## src/rtl/core/command_apdu_parser_unit_assert.svh

```systemverilog
// assertion macros shared by the command apdu parser modules
`ifndef COMMAND_APDU_PARSER_UNIT_ASSERT_SVH
`define COMMAND_APDU_PARSER_UNIT_ASSERT_SVH

// same-cycle implication, checked outside reset
`define CAP_ASSERT_NOW(label, ante, cons, msg) \
    label: assert property (@(posedge aclk) disable iff (!aresetn) (ante) |-> (cons)) \
        else $error(msg);

// next-cycle implication, checked outside reset
`define CAP_ASSERT_NEXT(label, ante, cons, msg) \
    label: assert property (@(posedge aclk) disable iff (!aresetn) (ante) |=> (cons)) \
        else $error(msg);

`endif

```

## src/rtl/core/cap_pkg.sv

```systemverilog
// types, codes and constants of the command apdu parser
package cap_pkg;

    // result fifo depth, a power of two of at least four
    localparam int CAP_FIFO_DEPTH = 8;

    // packed result bus width: 83 bits of fields filled up to whole bytes
    localparam int CAP_M_TDATA_W = 88;
    localparam int CAP_S_TDATA_W = 8;

    // decoded two-byte le of zero
    localparam logic [16:0] CAP_LE_ZERO_LEN = 17'h10000;

    // item kinds on tuser
    localparam logic KIND_BODY    = 1'b0;
    localparam logic KIND_SUMMARY = 1'b1;

    // status codes
    localparam logic STATUS_NONE      = 1'b0;
    localparam logic STATUS_BAD_CLASS = 1'b1;

    // parse phases
    typedef enum logic [2:0] {
        PH_HEADER,
        PH_LC,
        PH_LCX,
        PH_BODY,
        PH_LE,
        PH_SKIP
    } phase_t;

    // le decode state
    typedef struct packed {
        logic [1:0]  seen;
        logic [16:0] len;
    } le_t;

    // one result item
    typedef struct packed {
        logic        item_kind;
        logic [7:0]  body_byte;
        logic [15:0] body_index;
        logic        parse_ok;
        logic        status_code;
        logic [7:0]  instruction;
        logic [7:0]  param_one;
        logic [7:0]  param_two;
        logic [15:0] body_length;
        logic [16:0] max_response_len;
        logic        is_last;
    } result_t;

    // parse stage to result fifo
    typedef struct packed {
        logic    busy;
        logic    push0;
        logic    push1;
        result_t item0;
        result_t item1;
    } stage_t;

endpackage

```

## src/rtl/core/cap_parse.sv

```systemverilog
// input register and byte-wise apdu parse state, one accepted request per cycle
module cap_parse
    import cap_pkg::*;
(
    input  logic       aclk,
    input  logic       aresetn,
    input  logic       s_accept,
    input  logic [7:0] s_byte,
    input  logic       s_last,
    output stage_t     stage
);

    `include "command_apdu_parser_unit_assert.svh"

    logic        in_valid_reg;
    logic [7:0]  in_byte_reg;
    logic        in_last_reg;

    logic [2:0]  byte_pos_reg,  byte_pos_next;
    phase_t      phase_reg,     phase_next;
    logic        class_ok_reg,  class_ok_next;
    logic [23:0] header_reg,    header_next;
    logic [15:0] held_reg,      held_next;
    logic [15:0] declared_reg,  declared_next;
    logic [15:0] body_count_reg, body_count_next;
    le_t         le_reg,        le_next;

    logic        ok;
    logic        status;
    logic        emit;
    logic [15:0] emit_index;
    result_t     body_item;
    result_t     summary_item;

    // one le byte into the decode
    function automatic le_t take_le(le_t cur, logic [7:0] b);
        le_t         r;
        logic [15:0] word;
        r    = cur;
        word = {cur.len[7:0], b};
        case (cur.seen)
            2'd0: begin
                r.len  = {9'b0, b};
                r.seen = 2'd1;
            end
            2'd1: begin
                r.len  = (word == 16'h0) ? CAP_LE_ZERO_LEN : {1'b0, word};
                r.seen = 2'd2;
            end
            default: begin
            end
        endcase
        return r;
    endfunction

    // input register
    always_ff @(posedge aclk) begin
        if (!aresetn) begin
            in_valid_reg <= 1'b0;
        end else begin
            in_valid_reg <= s_accept;
        end
        if (s_accept) begin
            in_byte_reg <= s_byte;
            in_last_reg <= s_last;
        end
    end

    // next parse state and result items
    always_comb begin
        byte_pos_next   = byte_pos_reg;
        phase_next      = phase_reg;
        class_ok_next   = class_ok_reg;
        header_next     = header_reg;
        held_next       = held_reg;
        declared_next   = declared_reg;
        body_count_next = body_count_reg;
        le_next         = le_reg;
        ok              = 1'b0;
        status          = STATUS_NONE;
        emit            = 1'b0;
        emit_index      = body_count_reg;

        case (phase_reg)
            PH_HEADER: begin
                if (byte_pos_reg == 3'd0) begin
                    class_ok_next = (in_byte_reg == 8'h00);
                end else begin
                    header_next = {header_reg[15:0], in_byte_reg};
                end
                if (byte_pos_reg == 3'd3) begin
                    byte_pos_next = 3'd0;
                    phase_next    = class_ok_reg ? PH_LC : PH_SKIP;
                    if (in_last_reg) begin
                        ok     = class_ok_reg;
                        status = class_ok_reg ? STATUS_NONE : STATUS_BAD_CLASS;
                    end
                end else begin
                    byte_pos_next = byte_pos_reg + 3'd1;
                end
            end
            PH_LC: begin
                if (in_byte_reg != 8'h00) begin
                    declared_next = {8'h00, in_byte_reg};
                    phase_next    = PH_BODY;
                end else begin
                    phase_next = PH_LCX;
                    ok         = in_last_reg;
                end
            end
            PH_LCX: begin
                if (byte_pos_reg == 3'd0) begin
                    held_next     = {8'h00, in_byte_reg};
                    byte_pos_next = 3'd1;
                    if (in_last_reg) begin
                        le_next = take_le(le_reg, in_byte_reg);
                        ok      = 1'b1;
                    end
                end else if (byte_pos_reg == 3'd1) begin
                    held_next     = {held_reg[7:0], in_byte_reg};
                    byte_pos_next = 3'd2;
                    if (in_last_reg) begin
                        le_next = take_le(take_le(le_reg, held_reg[7:0]), in_byte_reg);
                        ok      = 1'b1;
                    end
                end else begin
                    declared_next = held_reg;
                    byte_pos_next = 3'd0;
                    if (held_reg == 16'h0000) begin
                        phase_next = PH_LE;
                        le_next    = take_le(le_reg, in_byte_reg);
                        ok         = in_last_reg;
                    end else begin
                        phase_next      = PH_BODY;
                        emit            = 1'b1;
                        body_count_next = body_count_reg + 16'd1;
                        if (body_count_next == held_reg) begin
                            phase_next = PH_LE;
                        end
                        ok = in_last_reg && (phase_next == PH_LE);
                    end
                end
            end
            PH_BODY: begin
                emit            = 1'b1;
                body_count_next = body_count_reg + 16'd1;
                if (body_count_next == declared_reg) begin
                    phase_next = PH_LE;
                end
                ok = in_last_reg && (phase_next == PH_LE);
            end
            PH_LE: begin
                le_next = take_le(le_reg, in_byte_reg);
                ok      = in_last_reg;
            end
            default: begin
                status = STATUS_BAD_CLASS;
            end
        endcase

        // body item
        body_item            = '0;
        body_item.item_kind  = KIND_BODY;
        body_item.body_byte  = in_byte_reg;
        body_item.body_index = emit_index;

        // summary item from the updated state
        summary_item             = '0;
        summary_item.item_kind   = KIND_SUMMARY;
        summary_item.parse_ok    = ok;
        summary_item.status_code = status;
        summary_item.is_last     = 1'b1;
        if (ok) begin
            summary_item.instruction      = header_next[23:16];
            summary_item.param_one        = header_next[15:8];
            summary_item.param_two        = header_next[7:0];
            summary_item.body_length      = declared_next;
            summary_item.max_response_len = le_next.len;
        end

        // end of apdu returns all state to reset values
        if (in_last_reg) begin
            byte_pos_next   = 3'd0;
            phase_next      = PH_HEADER;
            class_ok_next   = 1'b0;
            header_next     = '0;
            held_next       = '0;
            declared_next   = '0;
            body_count_next = '0;
            le_next         = '0;
        end

        // pushes towards the fifo, body item always first
        stage.busy  = in_valid_reg;
        stage.push0 = in_valid_reg && (emit || in_last_reg);
        stage.push1 = in_valid_reg && emit && in_last_reg;
        stage.item0 = emit ? body_item : summary_item;
        stage.item1 = summary_item;
    end

    // parse state registers
    always_ff @(posedge aclk) begin
        if (!aresetn) begin
            byte_pos_reg   <= 3'd0;
            phase_reg      <= PH_HEADER;
            class_ok_reg   <= 1'b0;
            header_reg     <= '0;
            held_reg       <= '0;
            declared_reg   <= '0;
            body_count_reg <= '0;
            le_reg         <= '0;
        end else if (in_valid_reg) begin
            byte_pos_reg   <= byte_pos_next;
            phase_reg      <= phase_next;
            class_ok_reg   <= class_ok_next;
            header_reg     <= header_next;
            held_reg       <= held_next;
            declared_reg   <= declared_next;
            body_count_reg <= body_count_next;
            le_reg         <= le_next;
        end
    end

    // a second push only ever carries the summary behind a body byte
    `CAP_ASSERT_NOW(a_push1_order, stage.push1, stage.push0 && (stage.item0.item_kind == KIND_BODY) && (stage.item1.item_kind == KIND_SUMMARY), "second push is not summary behind body")

    // after an end of apdu the parser is back at the header
    `CAP_ASSERT_NEXT(a_reset_after_last, in_valid_reg && in_last_reg, (phase_reg == PH_HEADER) && (byte_pos_reg == 3'd0) && (body_count_reg == 16'd0), "state not cleared after end of apdu")

    // header and lc extension positions stay below four
    `CAP_ASSERT_NOW(a_pos_range, in_valid_reg, byte_pos_reg <= 3'd3, "byte position out of range")

endmodule

```

## src/rtl/core/cap_out_fifo.sv

```systemverilog
// result fifo taking up to two items per cycle, with credit towards the input
module cap_out_fifo
    import cap_pkg::*;
#(
    parameter int DEPTH = CAP_FIFO_DEPTH
)
(
    input  logic    aclk,
    input  logic    aresetn,
    input  stage_t  stage,
    output logic    can_accept,
    output logic    m_valid,
    input  logic    m_ready,
    output result_t m_item
);

    `include "command_apdu_parser_unit_assert.svh"

    localparam int PTR_W   = $clog2(DEPTH);
    localparam int COUNT_W = PTR_W + 1;

    result_t            entry_reg [DEPTH];
    logic [PTR_W-1:0]   wr_ptr_reg, wr_ptr_next;
    logic [PTR_W-1:0]   rd_ptr_reg, rd_ptr_next;
    logic [COUNT_W-1:0] count_reg,  count_next;
    logic [COUNT_W:0]   need;
    logic               pop;

    // read side
    assign m_valid = (count_reg != '0);
    assign m_item  = entry_reg[rd_ptr_reg];
    assign pop     = m_valid && m_ready;

    // room for the two items of the parse stage and two of one more request
    always_comb begin
        need       = {1'b0, count_reg} + (stage.busy ? (COUNT_W+1)'(2) : '0);
        can_accept = (need <= (COUNT_W+1)'(DEPTH - 2));
    end

    // pointer and count update
    always_comb begin
        wr_ptr_next = wr_ptr_reg;
        if (stage.push1) begin
            wr_ptr_next = wr_ptr_reg + PTR_W'(2);
        end else if (stage.push0) begin
            wr_ptr_next = wr_ptr_reg + PTR_W'(1);
        end
        rd_ptr_next = pop ? rd_ptr_reg + PTR_W'(1) : rd_ptr_reg;
        count_next  = count_reg + COUNT_W'(stage.push0) + COUNT_W'(stage.push1)
                      - COUNT_W'(pop);
    end

    // control registers
    always_ff @(posedge aclk) begin
        if (!aresetn) begin
            wr_ptr_reg <= '0;
            rd_ptr_reg <= '0;
            count_reg  <= '0;
        end else begin
            wr_ptr_reg <= wr_ptr_next;
            rd_ptr_reg <= rd_ptr_next;
            count_reg  <= count_next;
        end
    end

    // entry storage
    always_ff @(posedge aclk) begin
        if (stage.push0) begin
            entry_reg[wr_ptr_reg] <= stage.item0;
        end
        if (stage.push1) begin
            entry_reg[wr_ptr_reg + PTR_W'(1)] <= stage.item1;
        end
    end

    // occupancy never passes the depth
    `CAP_ASSERT_NOW(a_count_max, 1'b1, count_reg <= COUNT_W'(DEPTH), "fifo count above depth")

    // credit holds room for a busy parse stage
    `CAP_ASSERT_NOW(a_credit, stage.busy, count_reg <= COUNT_W'(DEPTH - 2), "no room for parse stage pushes")

    // a waiting item is not lost
    `CAP_ASSERT_NEXT(a_hold, m_valid && !m_ready, m_valid && (rd_ptr_reg == $past(rd_ptr_reg)), "waiting result dropped")

endmodule

```

## src/rtl/core/command_apdu_parser_unit.sv

```systemverilog
// top level of the command apdu parser: byte stream in, body and summary items out
//
//  channel   dir  tdata                                   tuser      tlast
//  s_axis    in   rx_byte                                 -          end_of_apdu
//  m_axis    out  body byte, index, ok, status, header,   item_kind  is_last
//                 lc, le
//
// one byte is taken per cycle while s_axis_tready is high; a byte passes the
// input register, the parse logic and then the result fifo.
// a final byte that also carries body data yields two results, body item
// first; input stalls when the result fifo lacks room for two results
// of the byte in the parse stage plus two of the next request.
// aresetn is synchronous and returns the parser to the header phase.
// m_axis_tready low fills the fifo and then holds s_axis_tready low.
module command_apdu_parser_unit
    import cap_pkg::*;
#(
    parameter int FIFO_DEPTH = CAP_FIFO_DEPTH
)
(
    input  logic                     aclk,
    input  logic                     aresetn,
    input  logic                     s_axis_tvalid,
    output logic                     s_axis_tready,
    input  logic [CAP_S_TDATA_W-1:0] s_axis_tdata,   // [7:0] rx_byte
    input  logic                     s_axis_tlast,
    output logic                     m_axis_tvalid,
    input  logic                     m_axis_tready,
    // [7:0] body_byte, [23:8] body_index, [24] parse_ok, [25] status_code,
    // [33:26] instruction, [41:34] param_one, [49:42] param_two,
    // [65:50] body_length, [82:66] max_response_len, [87:83] zero
    output logic [CAP_M_TDATA_W-1:0] m_axis_tdata,
    output logic                     m_axis_tuser,   // [0] item_kind
    output logic                     m_axis_tlast
);

    stage_t  stage;
    logic    can_accept;
    result_t out_item;

    // input request handshake
    assign s_axis_tready = can_accept;

    // parse stage
    cap_parse u_parse (
        .aclk     (aclk),
        .aresetn  (aresetn),
        .s_accept (s_axis_tvalid && s_axis_tready),
        .s_byte   (s_axis_tdata),
        .s_last   (s_axis_tlast),
        .stage    (stage)
    );

    // result fifo
    cap_out_fifo #(
        .DEPTH (FIFO_DEPTH)
    ) u_out_fifo (
        .aclk       (aclk),
        .aresetn    (aresetn),
        .stage      (stage),
        .can_accept (can_accept),
        .m_valid    (m_axis_tvalid),
        .m_ready    (m_axis_tready),
        .m_item     (out_item)
    );

    // result packing
    assign m_axis_tdata = {5'b0, out_item.max_response_len, out_item.body_length,
                           out_item.param_two, out_item.param_one, out_item.instruction,
                           out_item.status_code, out_item.parse_ok, out_item.body_index,
                           out_item.body_byte};
    assign m_axis_tuser = out_item.item_kind;
    assign m_axis_tlast = out_item.is_last;

endmodule

```

## config.mk

```make
export PLATFORM = sky130hd
export DESIGN_NAME = command_apdu_parser_unit
export DESIGN_NICKNAME = d
export VERILOG_FILES = /design/src/rtl/core/cap_pkg.sv /design/src/rtl/core/cap_parse.sv /design/src/rtl/core/cap_out_fifo.sv /design/src/rtl/core/command_apdu_parser_unit.sv
export VERILOG_INCLUDE_DIRS = /design/src /design/src/rtl/core
export SDC_FILE = /design/constraint.sdc
export NUM_CORES = 1
export LEC_CHECK = 0
export BUFFER_PORTS_ARGS = -buffer_cell sky130_fd_sc_hd__buf_2
export CAP_MARGIN = 20
export CORE_MARGIN = 4
export CORE_UTILIZATION = 50
export DETAILED_ROUTE_END_ITERATION = 16
export PLACE_DENSITY = 0.62
export SYNTH_ARGS = -nofsm -noshare
export SYNTH_HDL_FRONTEND = slang
export SYNTH_SLANG_ARGS = --single-unit
```

## constraint.sdc

```tcl
create_clock -name aclk -period 5.6 [get_ports aclk]
set_clock_uncertainty 0.05 [all_clocks]
set_input_delay 1.12 -clock aclk [delete_from_list [all_inputs] [get_ports aclk]]
set_output_delay 1.12 -clock aclk [all_outputs]
set_load 0.02 [all_outputs]
```

==> flow_summary.yaml, run 1 <==
logic_synthesis:
  synth_top_cell_area_share: 0.376
  synth-edff-count: 481
  synthSimpleGateAreaFrac: 0.187
  synth_seq_cells: 793
  synth_xor_area_frac: 0.00998
  ys.warnings.count: 0
  synthCells: 3690
  syn_avg_cell_area_sq_um: 10.4
  synth_top_area_cell: "edfxtp_1"
  synth.distinct_cells: 78
  synthTopCellsByArea: "edfxtp_1 (38%), dfxtp_1 (16%), mux4_2 (9.9%), nor2_1 (7.0%), nand2_1 (4.5%)"
  yosysSeqAreaShare: 0.539
  synth-compound-area-share: 0.0883
  synthMuxAreaShare: 0.128
  async_flop_share: 0
  netlist_area_sq_um: 38400
  synth_top_family_by_area: "simple AND/OR/NAND/NOR gates"
  synth_fa_ha_area_frac: 0.00756
  synth_ff_type: "edfxtp_1"
timing:
  maxSlewHeadroom: 0.164
  tightest_slew_ps: 1250
  period_minus_slack_ps: 4270
  rsz0062_at_grt: "false"
  finalSetupViolCount: 0
  finalMaxSlewViolations: 0
  final-hold-violation-count: 0
  fin_tns_setup_ps: 0
  fmax_mhz: 234
  hold_ws_ps: 396
  min_period_over_period: 0.763
route:
  wl_per_cell_microns: 23.2
  drc_errors: 0
  dr.first_iter.drc_count: 2922
  dr.pass1.iters: 9
  ant_nets: 0
  wirelength_mm: 110
  viasPerCell: 5.96
  vias: 28200
layout:
  fill_cells: 6442
  largest_reg_flops: 672
  drive_gt1_frac: 0.173
  syn2layout_area_growth_pct: 11.2
  final_nets: 3679
  final_area_sq_um: 42700
  utilization: 0.562
  antennaDiodeCount: 0
critical_path:
  endpoint_kind: "flop"
  cp_slowest_stage_delay_ps: 910
  crit_fanout: 92
  cp.arrival_ps: 4570
  critPathLaunchType: "flop"
  critPathRequiredTime_ps: 5900
  critPathTopFamily: "compound AO/OA/AOI/OAI gates"
  path_cells: "ha_1, and4_1, nand4_1, xor2_1, o221ai_1, or4_4, nor2_2, a221oi_4, buf_12, nor3_1"
  slowest_stage: "a221oi_4"
  critical_path_class: "flop to flop"
  crit_buf_inv: 1
min_path:
  min-delay-path-class: "flop to flop"
run:
  maxCapViolCount: 0
outcome:
  status: "complete, no violations"
die:
  pin_count: 105
  core.rowCount: 101
  initial_core_util: 0.505
  core-area_sq_um: 75900
  die_y_microns: 285
  dieWidth_microns: 285
  dieArea_sq_um: 81200
pwr:
  p_per_area_nw_per_um2: 332
  irDropWorstVdd_uv: 288
  p_leak_nw: 13.4
  total_power_mw: 14.2
clock_tree:
  worstSkewPairLatency_ps: 650
  clock_sinks: 793
  cts_resized: 0
  clk_pin_slew_ps: 60
  cts_max_level: 3
  cts.path.max_buffers: 3
  cts_tree: "built"
  cts_setup_buffers: 0
  cts_buffers: 85
  cts_root_buf: "clkbuf_16"
  postCtsHoldBufs: 0
global_route:
  grt_antenna_before_repair: 4
  grt_pass1_vias: 27300
  grt_pass1_wl_mm: 168
  grt_overflow_total: 0
  grt_usage: 0.267
  grt_start_max_net_pins: 102
place:
  place_area_sq_um: 39900
  hpwl_mm: 63.5
  gp_congestion: 0.871
  io_buffer_count: 99
where the power goes:
group	leakage [nW]	switching (mW)	internal [mW]
sequential	6.67	0.191	6.22
clock	1.31	2.38	3.06
combinational	5.40	1.30	1.01
total	13.4	3.87	10.3
final timing paths:
check / startpoint / to / slack, ps / cells past startpoint
setup reg to reg: u_parse.body_count_reg[0] / u_out_fifo.entry_reg[0][11] / 1330 / 10
hold reg to reg: u_out_fifo.entry_reg[0][0] / u_out_fifo.entry_reg[0][0] / 400 / 2
setup / recovery: u_parse.body_count_reg[0] / u_out_fifo.entry_reg[0][11] / 1330 / 10
hold / removal: u_out_fifo.entry_reg[0][0] / u_out_fifo.entry_reg[0][0] / 400 / 2
per-layer routing:
| metal | up-vias | track usage | share of wire |
|---|---|---|---|
| met2 | 1131 | 0.426 | 0.47 |
| met5 | - | 0 | 0.00010 |
| met4 | 2 | 0.0782 | 0.026 |
| met1 | 13900 | 0.376 | 0.42 |
| li1 | 13000 | - | - |
| met3 | 175 | 0.0496 | 0.079 |
cell type report:
class	count	area, sq um	area share
Tap cell	1030	1290	0.0302
Inverter	36	135	0.00317
Sequential cell	793	20700	0.485
Timing Repair Buffer	193	1410	0.0331
Clock inverter	46	393	0.00921
Clock buffer	108	2260	0.0531
Multi-Input combinational cell	2535	16500	0.386
cells in the final DEF, fill, tap and decap left out, types with 19 or more instances in the layout:
cell,Yosys,routed
xnor2_1,27,27
clkbuf_16,0,86
buf_4,12,74
clkinv_2,0,21
nor3_1,213,212
and3_1,20,20
buf_2,69,100
a21boi_0,22,22
nor2b_1,87,87
and2_1,36,36
nand2_1,461,457
mux4_2,168,168
nand3_1,29,26
a21oi_1,255,255
ha_1,20,20
mux2_2,97,97
o21ai_0,72,72
clkbuf_1,207,19
dfxtp_1,312,308
edfxtp_1,481,481
inv_1,34,34
nor2_1,716,711
a22oi_1,57,57
worst min-delay path, delay by kind of cell, from the launching register on:
family           cells  cell delay, ps
AND/OR/NAND/NOR      2              90
flip-flops           1             310
stage by stage:
step,worst slack (ps),std cells
floorplan,1620,3694
global placement,1380,4580
detailed placement,1380,4580
CTS,1220,4734
global route,1020,4741
finish,1330,4741
cells by family (layout without fill, tap and decap cells):
family	after synthesis	in the layout
other cells	1	5
fa+ha+maj	22	22
mux	270	270
flops	793	793
buf+inv	366	383
simple gates	1646	1646
xor+xnor	42	42
compound gates	550	550
Yosys cell counts, types with 10 or more instances:
master / instances
a21boi_1: 17
buf_1: 40
nand3b_1: 10
a22oi_1: 57
a21oi_1: 255
and3_1: 20
nand2b_1: 17
o22ai_1: 10
inv_1: 34
mux4_2: 168
nor2b_1: 87
mux2_2: 97
o21ai_0: 72
buf_2: 69
nor4_1: 10
clkbuf_1: 207
dfxtp_1: 312
o21ai_1: 14
and2_1: 36
xnor2_1: 27
ha_1: 20
o31ai_1: 19
edfxtp_1: 481
nor3_1: 213
xor2_1: 14
nand2_1: 461
a21boi_0: 22
nor2_1: 716
buf_4: 12
nand3_1: 29
nand4_1: 10
Note: power is estimated with default switching activity, not from simulation.
==> inputs of run 2 (changes only) <==
Settings changed: PLACE_DENSITY 0.62 to 0.65.
Clock period 5.6 ns to 3.9 ns, I/O delays scaled along.
==> run 2 against run 1 <==
  * Die area did not move
  * Largest cell class unchanged
  * Core utilization rose by 1.4 points
  * Non-clock buffer count rose by 70
  * Sequential share of layout area fell by 1.2 points
  * Sequential power rose by 42%
  * Highest routed layer unchanged
  * Register-to-register slack got worse by 1100 ps
  * Wire length rose by 1.2%
  * Final area rose by 2.5%
  * Combinational power rose by 55%
  * Largest power group unchanged
  * Critical path type unchanged
  * Sequential cell count did not move
  * First-iteration DRC count rose by 5.9%
==> flow_summary.yaml, run 2 (same netlist as run 1, synthesis figures left out) <==
outcome:
  status: "complete, no violations"
die:
  dieWidth_microns: 285
  core-area_sq_um: 75900
  die_y_microns: 285
  pin_count: 105
  initial_core_util: 0.505
  core.rowCount: 101
  dieArea_sq_um: 81200
timing:
  period_minus_slack_ps: 3680
  rsz0062_at_grt: "false"
  finalSetupViolCount: 0
  fmax_mhz: 272
  min_period_over_period: 0.943
  maxSlewHeadroom: 0.287
  tightest_slew_ps: 1060
  fin_tns_setup_ps: 0
  fin_ws_ps: 222
  finalMaxSlewViolations: 0
  final-hold-violation-count: 0
critical_path:
  r2r_start: "u_parse.body_count_reg[1]"
  slowest_stage: "dfxtp_1"
  critPathTopFamily: "simple AND/OR/NAND/NOR gates"
  r2r_setup_slack_ps: 220
  path_cells: "ha_1, and4_1, nand4_1, xor2_1, o221ai_1, or4_4, nor2_2, a221oi_4, buf_12, buf_12, nor2_1"
  crit_top_cell: "buf_12"
  endpoint_kind: "flop"
  cp_slowest_stage_delay_ps: 510
  critPathLaunchType: "flop"
  crit_fanout: 119
  critical_path_class: "flop to flop"
  cp.arrival_ps: 4000
  crit_buf_inv: 2
  r2r_cells: 11
  critPathRequiredTime_ps: 4220
  reg2reg_to: "u_out_fifo.entry_reg[2][49]"
route:
  viasPerCell: 5.99
  ant_nets: 0
  dr.first_iter.drc_count: 3093
  dr.pass1.iters: 6
  vias: 28800
  drc_errors: 0
  wl_per_cell_microns: 23.1
  wirelength_mm: 111
clock_tree:
  clock_sinks: 793
  clk_pin_slew_ps: 60
  cts_buffers: 85
  cts.path.max_buffers: 3
  cts_root_buf: "clkbuf_16"
  worstSkewPairLatency_ps: 650
  cts_max_level: 3
  cts_tree: "built"
pwr:
  p_per_area_nw_per_um2: 485
  irDropWorstVdd_uv: 337
  p_leak_nw: 14.0
global_route:
  grt_pass1_vias: 27900
  grt_antenna_before_repair: 2
  grt_overflow_total: 0
  grt_start_max_net_pins: 122
  grt_usage: 0.270
  grt_pass1_wl_mm: 171
layout:
  final_nets: 3749
  final_common_cell: "nor2_1"
  final_cell_mix: "nor2_1 (711), edfxtp_1 (481), nand2_1 (457)"
  antennaDiodeCount: 0
  syn2layout_area_growth_pct: 13.9
  fill_cells: 6335
  drive_gt1_frac: 0.190
  largest_reg_flops: 672
min_path:
  min-delay-path-class: "input port to flop"
  holdCritStartpoint: "s_axis_tlast"
  min_to: "u_parse.in_last_reg"
  worstHoldPathCells: 1
place:
  hpwl_mm: 64.3
  gp_congestion: 0.909
  io_buffer_count: 99
  dpl_worst_slack_ps: 243
run:
  maxCapViolCount: 0
[run 2: worst max path at each step]
stage / start / cells after the start / endpoint
final: u_parse.body_count_reg[1] / 11 / u_out_fifo.entry_reg[2][49]
after global routing: u_parse.byte_pos_reg[0] / 12 / u_out_fifo.entry_reg[7][29]
after CTS: u_parse.body_count_reg[3] / 10 / u_out_fifo.entry_reg[6][13]
after detailed placement: u_parse.body_count_reg[3] / 10 / u_out_fifo.entry_reg[5][40]
after global placement: u_parse.body_count_reg[3] / 10 / u_out_fifo.entry_reg[5][40]
after floorplan: u_parse.held_reg[0] / 10 / u_out_fifo.entry_reg[6][10]
[run 2: power by group]
group / switching (mW) / internal, mW
Sequential: 0.151 / 8.94
Combinational: 2.02 / 1.55
Clock: 3.44 / 5.09
[run 2: metrics by stage]
step | cells | instance area, sq um | util | power [mW] | hold WS [ps]
after CTS | 4812 | 43700 | 0.575 | 21.3 | 237
after global placement | 4656 | 40700 | 0.536 | 12.9 | 380
after global routing | 4813 | 43700 | 0.575 | 21.9 | 251
after floorplan | 3694 | 38400 | - | 11.7 | 368
after detailed placement | 4656 | 40700 | 0.536 | 12.9 | 385
final | 4813 | 43700 | 0.575 | 21.2 | 280
[run 2: routing by layer]
layer | vias to the layer above | share of wire | track usage
li1 | 13100 | - | -
met1 | 14200 | 0.41 | 0.369
met2 | 1235 | 0.48 | 0.443
met3 | 207 | 0.086 | 0.0508
met4 | 2 | 0.029 | 0.0812
met5 | - | 0.00011 | 0
[run 2: area by class of cell]
type | count | area [sq um] | area share
Sequential cell | 793 | 20700 | 0.474
Multi-Input combinational cell | 2535 | 16500 | 0.377
Clock buffer | 106 | 2350 | 0.0538
Timing Repair Buffer | 263 | 2150 | 0.0492
Tap cell | 1030 | 1290 | 0.0295
Clock inverter | 50 | 608 | 0.0139
Inverter | 36 | 135 | 0.00309
[run 2: what timing repair did]
item | in CTS | in global routing
hold buffers | 0 | 0
resized for setup | 0 | 1
hold endpoints to repair | 0 | 0
buffers inserted | 0 | 1
setup endpoints to repair | 0 | 34
